**config.mk**
```make
export PLATFORM = sky130hd
export DESIGN_NAME = ir_packet_deframer_xor_check
export DESIGN_NICKNAME = d
export VERILOG_FILES = /design/src/sv/irdf_pkg.sv /design/src/sv/irdf_dp.sv /design/src/sv/irdf_ctrl.sv /design/src/sv/ir_packet_deframer_xor_check.sv
export SDC_FILE = /design/constraint.sdc
export NUM_CORES = 1
export LEC_CHECK = 0
export ABC_AREA = 1
export BUFFER_PORTS_ARGS = -buffer_cell sky130_fd_sc_hd__buf_4
export CORE_MARGIN = 3
export CORE_UTILIZATION = 43
export DETAILED_ROUTE_END_ITERATION = 8
export PLACE_DENSITY = 0.68
export REMOVE_ABC_BUFFERS = 1
export SYNTH_ARGS = -nofsm -noshare
export SYNTH_HDL_FRONTEND = slang
export SYNTH_SLANG_ARGS = --single-unit
export TNS_END_PERCENT = 10
```
**constraint.sdc**
```tcl
create_clock -name clk -period 2.6 [get_ports clk]
set_input_delay 0.52 -clock clk [delete_from_list [all_inputs] [get_ports clk]]
set_output_delay 0.52 -clock clk [all_outputs]
set_load 0.02 [all_outputs]
```
**src/sv/irdf_pkg.sv**
```systemverilog
// Shared types and constants for the link deframer with XOR frame check.
package irdf_pkg;

  // Link tokens
  localparam logic [7:0] TOKEN_START = 8'h23;
  localparam logic [7:0] TOKEN_END   = 8'h25;

  // Reset value of the expected sender id
  localparam logic [7:0] EXP_SENDER_RST = 8'd75;

  // Frame status codes
  typedef enum logic [1:0] {
    ST_OK      = 2'd0,
    ST_OVERRUN = 2'd1,
    ST_SENDER  = 2'd2,
    ST_CHECK   = 2'd3
  } frame_stat_t;

  // Configuration register indexes
  typedef enum logic {
    CFG_EXP_SENDER = 1'b0,
    CFG_ANY_SENDER = 1'b1
  } cfg_idx_t;

  // Controller states
  typedef enum logic [1:0] {
    S_IDLE = 2'd0,
    S_READ = 2'd1,
    S_LOAD = 2'd2
  } irdf_state_t;

  // Controller to datapath commands
  typedef struct packed {
    logic accept;     // input transfer this cycle
    logic load_stat;  // load a status item into the output register
    logic rd_en;      // read the store at the read index
    logic load_byte;  // load the read byte into the output register
  } irdf_cmd_t;

  // Datapath to controller status
  typedef struct packed {
    logic close_stat;   // end token closes a frame with a single status item
    logic close_burst;  // end token closes a valid frame with payload
    logic rd_last;      // read byte is the final payload byte
  } irdf_stat_t;

endpackage

```
**src/sv/irdf_dp.sv**
```systemverilog
// Datapath: frame store, running checksum, frame verdict and output register.
module irdf_dp
  import irdf_pkg::*;
#(
  parameter int FRAME_BYTES = 64
) (
  input  logic        clk,
  input  logic        rst_n,
  input  logic        cfg_we,
  input  logic        cfg_addr,
  input  logic [7:0]  cfg_wdata,
  input  logic [7:0]  rx_byte,
  input  irdf_cmd_t   cmd,
  output irdf_stat_t  stat,
  output logic [7:0]  payload_byte,
  output logic        byte_valid,
  output logic [1:0]  frame_status,
  output logic [7:0]  sender_id,
  output logic        last
);

  localparam int CW = $clog2(FRAME_BYTES);
  localparam logic [CW-1:0] CNT_MAX = CW'(FRAME_BYTES - 1);

  // Configuration
  logic [7:0] exp_sender_r;
  logic       any_sender_r;

  // Frame tracking
  logic          in_frame_r, in_frame_nxt;
  logic          ovr_r, ovr_nxt;
  logic [CW-1:0] cnt_r, cnt_nxt;
  logic [7:0]    sender_r;
  logic [7:0]    xacc_r;
  logic [7:0]    b1_r, b2_r;   // last and second to last stored bytes

  // Store and read-out
  logic [7:0]    frame_mem_r [FRAME_BYTES];
  logic [7:0]    rd_q_r;
  logic [CW-1:0] rd_idx_r;
  logic [CW-1:0] last_idx_r;

  // Output register
  logic [7:0] out_data_r;
  logic       out_bv_r;
  logic [1:0] out_st_r;
  logic [7:0] out_snd_r;
  logic       out_last_r;

  // Byte decode
  logic is_start, is_end, is_data, store_en;
  logic end_hit;
  logic [7:0] v_sender;
  logic [7:0] v_sum;
  logic [7:0] v_ref;
  frame_stat_t v_status;
  logic v_burst;

  assign is_start = (rx_byte == TOKEN_START);
  assign is_end   = (rx_byte == TOKEN_END);
  assign is_data  = (rx_byte != 8'd0) && !is_start && !is_end && in_frame_r;
  assign store_en = cmd.accept && is_data && !ovr_r && (cnt_r != CNT_MAX);
  assign end_hit  = is_end && in_frame_r;

  // Frame verdict from the registered frame state
  assign v_sender = (cnt_r != '0) ? sender_r : 8'd0;
  assign v_sum    = xacc_r ^ b1_r ^ b2_r;
  assign v_ref    = {b1_r[3:0], b2_r[3:0]};

  always_comb begin
    v_burst = 1'b0;
    if (ovr_r) begin
      v_status = ST_OVERRUN;
    end else if (!any_sender_r && (v_sender != exp_sender_r)) begin
      v_status = ST_SENDER;
    end else if (cnt_r < CW'(3)) begin
      v_status = ST_CHECK;
    end else if (v_sum != v_ref) begin
      v_status = ST_CHECK;
    end else begin
      v_status = ST_OK;
      v_burst  = (cnt_r != CW'(3));
    end
  end

  assign stat.close_burst = end_hit && v_burst;
  assign stat.close_stat  = end_hit && !v_burst;
  assign stat.rd_last     = (rd_idx_r == last_idx_r);

  // Frame state next values
  always_comb begin
    in_frame_nxt = in_frame_r;
    ovr_nxt      = ovr_r;
    cnt_nxt      = cnt_r;
    if (cmd.accept && (rx_byte != 8'd0)) begin
      if (is_start) begin
        in_frame_nxt = 1'b1;
        ovr_nxt      = 1'b0;
        cnt_nxt      = '0;
      end else if (end_hit) begin
        in_frame_nxt = 1'b0;
      end else if (is_data && !ovr_r) begin
        if (cnt_r != CNT_MAX) begin
          cnt_nxt = cnt_r + CW'(1);
        end else begin
          ovr_nxt = 1'b1;
        end
      end
    end
  end

  // Control registers
  always_ff @(posedge clk) begin
    if (!rst_n) begin
      exp_sender_r <= EXP_SENDER_RST;
      any_sender_r <= 1'b0;
      in_frame_r   <= 1'b0;
      ovr_r        <= 1'b0;
      cnt_r        <= '0;
    end else begin
      if (cfg_we) begin
        case (cfg_idx_t'(cfg_addr))
          CFG_EXP_SENDER: exp_sender_r <= cfg_wdata;
          CFG_ANY_SENDER: any_sender_r <= cfg_wdata[0];
          default: ;
        endcase
      end
      in_frame_r <= in_frame_nxt;
      ovr_r      <= ovr_nxt;
      cnt_r      <= cnt_nxt;
    end
  end

  // Sender id, running XOR over bytes after the id, last two bytes
  always_ff @(posedge clk) begin
    if (cmd.accept && is_start) begin
      xacc_r <= 8'd0;
    end else if (store_en) begin
      if (cnt_r == '0) begin
        sender_r <= rx_byte;
      end else begin
        xacc_r <= xacc_r ^ rx_byte;
      end
      b2_r <= b1_r;
      b1_r <= rx_byte;
    end
  end

  // Frame store: one write port, registered read
  always_ff @(posedge clk) begin
    if (store_en) begin
      frame_mem_r[cnt_r] <= rx_byte;
    end
    if (cmd.rd_en) begin
      rd_q_r <= frame_mem_r[rd_idx_r];
    end
  end

  // Read index runs from the first payload byte to the last
  always_ff @(posedge clk) begin
    if (cmd.accept && stat.close_burst) begin
      rd_idx_r   <= CW'(1);
      last_idx_r <= cnt_r - CW'(3);
    end else if (cmd.load_byte) begin
      rd_idx_r <= rd_idx_r + CW'(1);
    end
  end

  // Output register
  always_ff @(posedge clk) begin
    if (cmd.load_stat) begin
      out_data_r <= 8'd0;
      out_bv_r   <= 1'b0;
      out_st_r   <= v_status;
      out_snd_r  <= v_sender;
      out_last_r <= 1'b1;
    end else if (cmd.load_byte) begin
      out_data_r <= rd_q_r;
      out_bv_r   <= 1'b1;
      out_st_r   <= ST_OK;
      out_snd_r  <= sender_r;
      out_last_r <= stat.rd_last;
    end
  end

  assign payload_byte = out_data_r;
  assign byte_valid   = out_bv_r;
  assign frame_status = out_st_r;
  assign sender_id    = out_snd_r;
  assign last         = out_last_r;

endmodule

```
**src/sv/irdf_ctrl.sv**
```systemverilog
// Controller: handshakes, payload read-out sequencing and output valid.
module irdf_ctrl
  import irdf_pkg::*;
(
  input  logic        clk,
  input  logic        rst_n,
  input  logic        in_tvalid,
  output logic        in_tready,
  output logic        out_tvalid,
  input  logic        out_tready,
  input  irdf_stat_t  stat,
  output irdf_cmd_t   cmd,
  output irdf_state_t state
);

  irdf_state_t state_r, state_nxt;
  logic        out_valid_r, out_valid_nxt;
  logic        out_free;

  assign out_free = !out_valid_r || out_tready;

  // Next state
  always_comb begin
    state_nxt = state_r;
    case (state_r)
      S_IDLE: begin
        if (in_tvalid && out_free && stat.close_burst) state_nxt = S_READ;
      end
      S_READ: state_nxt = S_LOAD;
      S_LOAD: begin
        if (out_free) state_nxt = stat.rd_last ? S_IDLE : S_READ;
      end
      default: state_nxt = S_IDLE;
    endcase
  end

  // Outputs and commands
  always_comb begin
    in_tready     = 1'b0;
    cmd           = '0;
    case (state_r)
      S_IDLE: begin
        in_tready     = out_free;
        cmd.accept    = in_tvalid && out_free;
        cmd.load_stat = in_tvalid && out_free && stat.close_stat;
      end
      S_READ: cmd.rd_en = 1'b1;
      S_LOAD: cmd.load_byte = out_free;
      default: ;
    endcase
    if (cmd.load_stat || cmd.load_byte) begin
      out_valid_nxt = 1'b1;
    end else if (out_tready) begin
      out_valid_nxt = 1'b0;
    end else begin
      out_valid_nxt = out_valid_r;
    end
  end

  always_ff @(posedge clk) begin
    if (!rst_n) begin
      state_r     <= S_IDLE;
      out_valid_r <= 1'b0;
    end else begin
      state_r     <= state_nxt;
      out_valid_r <= out_valid_nxt;
    end
  end

  assign out_tvalid = out_valid_r;
  assign state      = state_r;

endmodule

```
**src/sv/ir_packet_deframer_xor_check.sv**
```systemverilog
// A status item is valid the cycle after the end token transfer. A payload frame is read
// out one byte at a time: each byte is read from the store, then loaded into the output register when it is free.
// The input takes one link byte per cycle between frames while the output register is free;
// during a payload read-out the input is held off until the last payload byte is loaded.
// Reset clears the in-frame flag, overrun flag, byte count, controller state and output valid,
// and sets expected sender 75, any-sender off; the frame store, checksum and sender are not cleared.
module ir_packet_deframer_xor_check
  import irdf_pkg::*;
#(
  parameter int FRAME_BYTES = 64
) (
  input  logic        clk,
  input  logic        rst_n,
  // Input stream
  input  logic        in_tvalid,
  output logic        in_tready,
  input  logic [7:0]  in_tdata,   // [7:0] rx_byte
  // Result stream
  output logic        out_tvalid,
  input  logic        out_tready,
  output logic [15:0] out_tdata,  // [7:0] payload_byte, [15:8] sender_id
  output logic [2:0]  out_tuser,  // [0] byte_valid, [2:1] frame_status
  output logic        out_tlast,
  // Configuration writes
  input  logic        cfg_we,
  input  logic        cfg_addr,
  input  logic [7:0]  cfg_wdata
);

  irdf_cmd_t   cmd;
  irdf_stat_t  stat;
  irdf_state_t state;
  logic [7:0]  payload_byte;
  logic        byte_valid;
  logic [1:0]  frame_status;
  logic [7:0]  sender_id;

  irdf_ctrl u_ctrl (
    .clk        (clk),
    .rst_n      (rst_n),
    .in_tvalid  (in_tvalid),
    .in_tready  (in_tready),
    .out_tvalid (out_tvalid),
    .out_tready (out_tready),
    .stat       (stat),
    .cmd        (cmd),
    .state      (state)
  );

  irdf_dp #(
    .FRAME_BYTES (FRAME_BYTES)
  ) u_dp (
    .clk          (clk),
    .rst_n        (rst_n),
    .cfg_we       (cfg_we),
    .cfg_addr     (cfg_addr),
    .cfg_wdata    (cfg_wdata),
    .rx_byte      (in_tdata),
    .cmd          (cmd),
    .stat         (stat),
    .payload_byte (payload_byte),
    .byte_valid   (byte_valid),
    .frame_status (frame_status),
    .sender_id    (sender_id),
    .last         (out_tlast)
  );

  assign out_tdata = {sender_id, payload_byte};
  assign out_tuser = {frame_status, byte_valid};

  // Input is held off during a payload read-out
  a_busy_no_input: assert property (@(posedge clk) disable iff (!rst_n)
    (state != S_IDLE) |-> !in_tready)
    else $error("input ready during payload read-out");

  // A status item is always the final item of its frame
  a_status_last: assert property (@(posedge clk) disable iff (!rst_n)
    (out_tvalid && !out_tuser[0]) |-> out_tlast)
    else $error("status item without last");

  // Payload bytes only come from frames that checked good
  a_payload_ok: assert property (@(posedge clk) disable iff (!rst_n)
    (out_tvalid && out_tuser[0]) |-> (out_tuser[2:1] == ST_OK))
    else $error("payload byte with failing status");

  // A read is always followed by the load state for its byte
  a_read_load: assert property (@(posedge clk) disable iff (!rst_n)
    (state == S_READ) |=> (state == S_LOAD))
    else $error("read not followed by load");

endmodule
```
==> summary.md <==
| Metric | Value |
|---|---|
| 1st-iter DRT viols | 1,917 |
| Ant diodes | 0 |
| CP max stage delay | 0.49 ns |
| Nature of the critical path endpoint | flip-flop |
| Average wire per standard cell | 21.9 um |
| Period minus WS final | 2.52 ns |
| Initial Util | 43.8% |
| CTS Sinks | 600 |
| Place WS | -0.364 ns |
| Mux contribution to synthesized area | 0.370% |
| Post-synthesis adder-cell area fraction | 0.154% |
| Syn Area/Cell | 12.3 um2 |
| DRC Markers | 0 |
| I/O Buffers | 43 |
| Crit path DAT | 2.77 ns |
| Clock skew | 0.0307 ns |
| Worst hold path class | input port to flip-flop |
| Outcome | complete, no violations |
| Top FF cell, synth | edfxtp_1 |
| CP Class | flip-flop to flip-flop |
| Non-filler cells, final | 2,857 |
| # nets final | 2,087 |
| Req. time, crit path | 2.86 ns |
| YS warnings | 0 |
| Routed wire length | 62,700 um |
| Period utilisation layout | 96.9% |
| First-pass GRT wire length | 94,300 um |
| Reg-to-reg critical path startpoint | u_ctrl.out_tvalid |
| Final setup fails | 0 |
| H-Tree Depth | 2 |
| Placed Area | 26,000 um2 |
| Post-CTS Hold Buffers | 0 |
| Post-DP HPWL | 39,500 um |
| CP max-delay cell | nor2_1 |
| Reg2reg setup slack | 0.08 ns |
| Post-Place Cells | 2,748 |
| Vias in the first global route | 16,000 |
| Clock transition at path regs | 0.06 ns |
| DR vias | 16,100 |
| Asr flop ratio synth | 0% |
| Post-synthesis cell type count | 43 |
| Seq cells post-synth | 600 |
| CP max FO | 8 |
| Antenna Nets Post-Route | 0 |
| Compound-gate portion of the synthesized area | 10.2% |
| Initial antenna violation count | 0 |
| Die width | 244 um |
| FP Rows | 86 |
| I/O pins | 44 |
| Largest net degree at the start of global routing | 74 |
| Placer congestion estimate | 0.971 |
| Number of flops mapped to enable cells by yosys | 556 |
| Maximum clock rate | 397 MHz |
| Max_cap viols | 0 |
| Post-Syn Area | 24,300 um2 |
| Clock Latency Late Sink | 0.62 ns |
| Maximum VDD drop | 0.000507 V |
| Static Leak | 9.26 nW |
| Vias per cell | 5.64 |
| CTS tree | yes |
| Clk buf depth | 3 |
| Total Power | 20.4 mW |
| Share of cells above drive strength 1 | 14.6% |
| DIE AREA | 59,400 um2 |
| Hold Fails Final Rpt | 0 |
| Grt total ovfl | 0 |
| Rel. slew slack | 32.9% |
| Crit-path cells | inv_1, or2_4, nand2_1, nor2_2, nand2_1, clkinv_1, nand4_1, nor2_2, buf_12, nand4_2, buf_4, nor2_1 |
| Worst Tran Pin Value | 1.01 ns |
| Worst setup SP type | flip-flop |
| Worst setup path startpoint | u_ctrl.out_tvalid |
| Die H | 244 um |
| Seq/Total Area, Yosys | 72.3% |
| Largest family of logic cells by synthesized area | simple AND/OR/NAND/NOR gates |
| Area of the core | 55,500 um2 |
| Slew Limit Fails | 0 |
| RR Endpoint | u_dp.frame_mem_r[21][6] |
| P per Cell Area | 731 nW/um2 |
| Drt pass-1 iters | 5 |
| CTS Root Cell | clkbuf_16 |
| Reg2Reg Depth | 12 |
| Final hold slack | 0.120 ns |
| TritonCTS buffer count | 59 |
| Cells after synthesis | 1,980 |
| RSZ-0062 raised after global routing | yes |
| Final WS setup | 0.0817 ns |
| Post-Synth Simple-Gate Area | 13.0% |
| Post-synthesis xor/xnor area fraction | 0.900% |
| Final instance area | 27,900 um2 |
| GR Util All Layers | 20.8% |
| CP endpoint | u_dp.frame_mem_r[21][6] |
| Area grow syn2layout | 14.9% |
## flip-flops by register name (all words and copies together) (netlist names), 2 cells and up
register           flops
u_ctrl.state           2
u_dp.b1_r              8
u_dp.b2_r              4
u_dp.cnt_r             6
u_dp.exp_sender_r      8
u_dp.frame_mem_r     512
u_dp.frame_status      2
u_dp.last_idx_r        6
u_dp.payload_byte      8
u_dp.rd_idx_r          6
u_dp.rd_q_r            8
u_dp.sender_id         8
u_dp.sender_r          8
u_dp.xacc_r            8
## per-stage QoR
step | utilization, % | TNS, ns
2_1_floorplan | - | -207.20
3_3_place_gp | 46.8 | -111.31
3_5_place_dp | 46.8 | -128.84
4_1_cts | 50.1 | 0
5_1_grt | 50.3 | -1.74
6_report | 50.3 | 0
## Yosys cell counts (4+ instances only)
library cell	count	area share (%)
a21oi_1	53	1.1
a21oi_2	8	0.29
buf_2	39	0.80
buf_4	4	0.12
clkbuf_1	71	1.1
clkinv_1	4	0.062
dfxtp_1	44	3.6
edfxtp_1	556	69
inv_1	55	0.85
mux2i_1	9	0.37
nand2_1	151	2.3
nand3_1	101	2.1
nand4_1	4	0.10
nand4_2	6	0.31
nor2_1	475	7.3
o211ai_1	61	1.9
o21ai_0	201	4.1
o221ai_1	9	0.32
o32ai_1	64	2.3
xnor2_1	10	0.36
xor2_1	15	0.54
## final cells by class
class / instances / area, um2
Fill cell: 4770 / 27600
Sequential cell: 600 / 17600
Tap cell: 748 / 936
Clock inverter: 29 / 259
Multi-Input combinational cell: 1202 / 6130
Timing Repair Buffer: 136 / 1210
Inverter: 63 / 248
Clock buffer: 79 / 1580
## layout by cell type, fill, tap and decap left out, drive strengths merged
cell type and count:
a211oi 1, a21oi 61, buf 136, bufinv 4, clkbuf 79, clkinv 25, clkinvlp 4, dfxtp 44
edfxtp 556, ha 3, inv 59, mux2i 9, nand2 155, nand2b 2, nand3 104, nand3b 4
nand4 10, nor2 481, nor3 1, nor4 1, o211ai 61, o21ai 204, o21bai 1, o221ai 9
o22ai 2, o32ai 64, or2 4, xnor2 10, xor2 15
## worst min-delay path by stage
stage / from / endpoint / slack (ns) / depth (start not counted)
global route: cfg_wdata[1] / u_dp.exp_sender_r[1] / 0.12 / 3
finish: cfg_wdata[1] / u_dp.exp_sender_r[1] / 0.12 / 3
detailed placement: u_dp.b1_r[4] / u_dp.b2_r[4] / 0.47 / 0
CTS: cfg_wdata[1] / u_dp.exp_sender_r[1] / 0.09 / 3
global placement: u_dp.b1_r[4] / u_dp.b2_r[4] / 0.46 / 0
floorplan: u_dp.exp_sender_r[2] / u_dp.exp_sender_r[2] / 0.44 / 2
## cell families (layout without fill, tap and decap cells)
group,after synthesis,in the layout
fa+ha+maj,3,3
simple gates,762,762
compound gates,403,403
xor+xnor,25,25
mux,9,9
flops,600,600
buf+inv,178,307
## power breakdown
group / internal, mW / total [mW] / switching, mW
sequential: 10.6 / 10.6 / 0.0515
clock: 4.65 / 8.14 / 3.48
combinational: 0.528 / 1.67 / 1.14
total: 15.7 / 20.4 / 4.67
## what timing repair did
action / in CTS / in global routing
buffers inserted: 0 / 1
setup endpoints to repair: 24 / 410
gates resized for setup: 3 / 49
pin swaps: 0 / 0
cloned: 0 / 0
endpoints found under the hold margin: 0 / 0
## per-layer routing
layer / vias up / global-route usage (%) / part of all wire (%)
li1: 7344 / - / -
met1: 7880 / 28.6 / 41
met2: 751 / 33.7 / 47
met3: 136 / 3.50 / 8.4
met4: 0 / 7.25 / 3.2
met5: - / 0 / 0
## critical path: cells and delay by family (launching register included)
kind | cells | cell delay, ns
buf+inv | 4 | 0.50
flops | 1 | 0.31
simple gates | 8 | 1.36
Power figures use the tool's default switching activity.
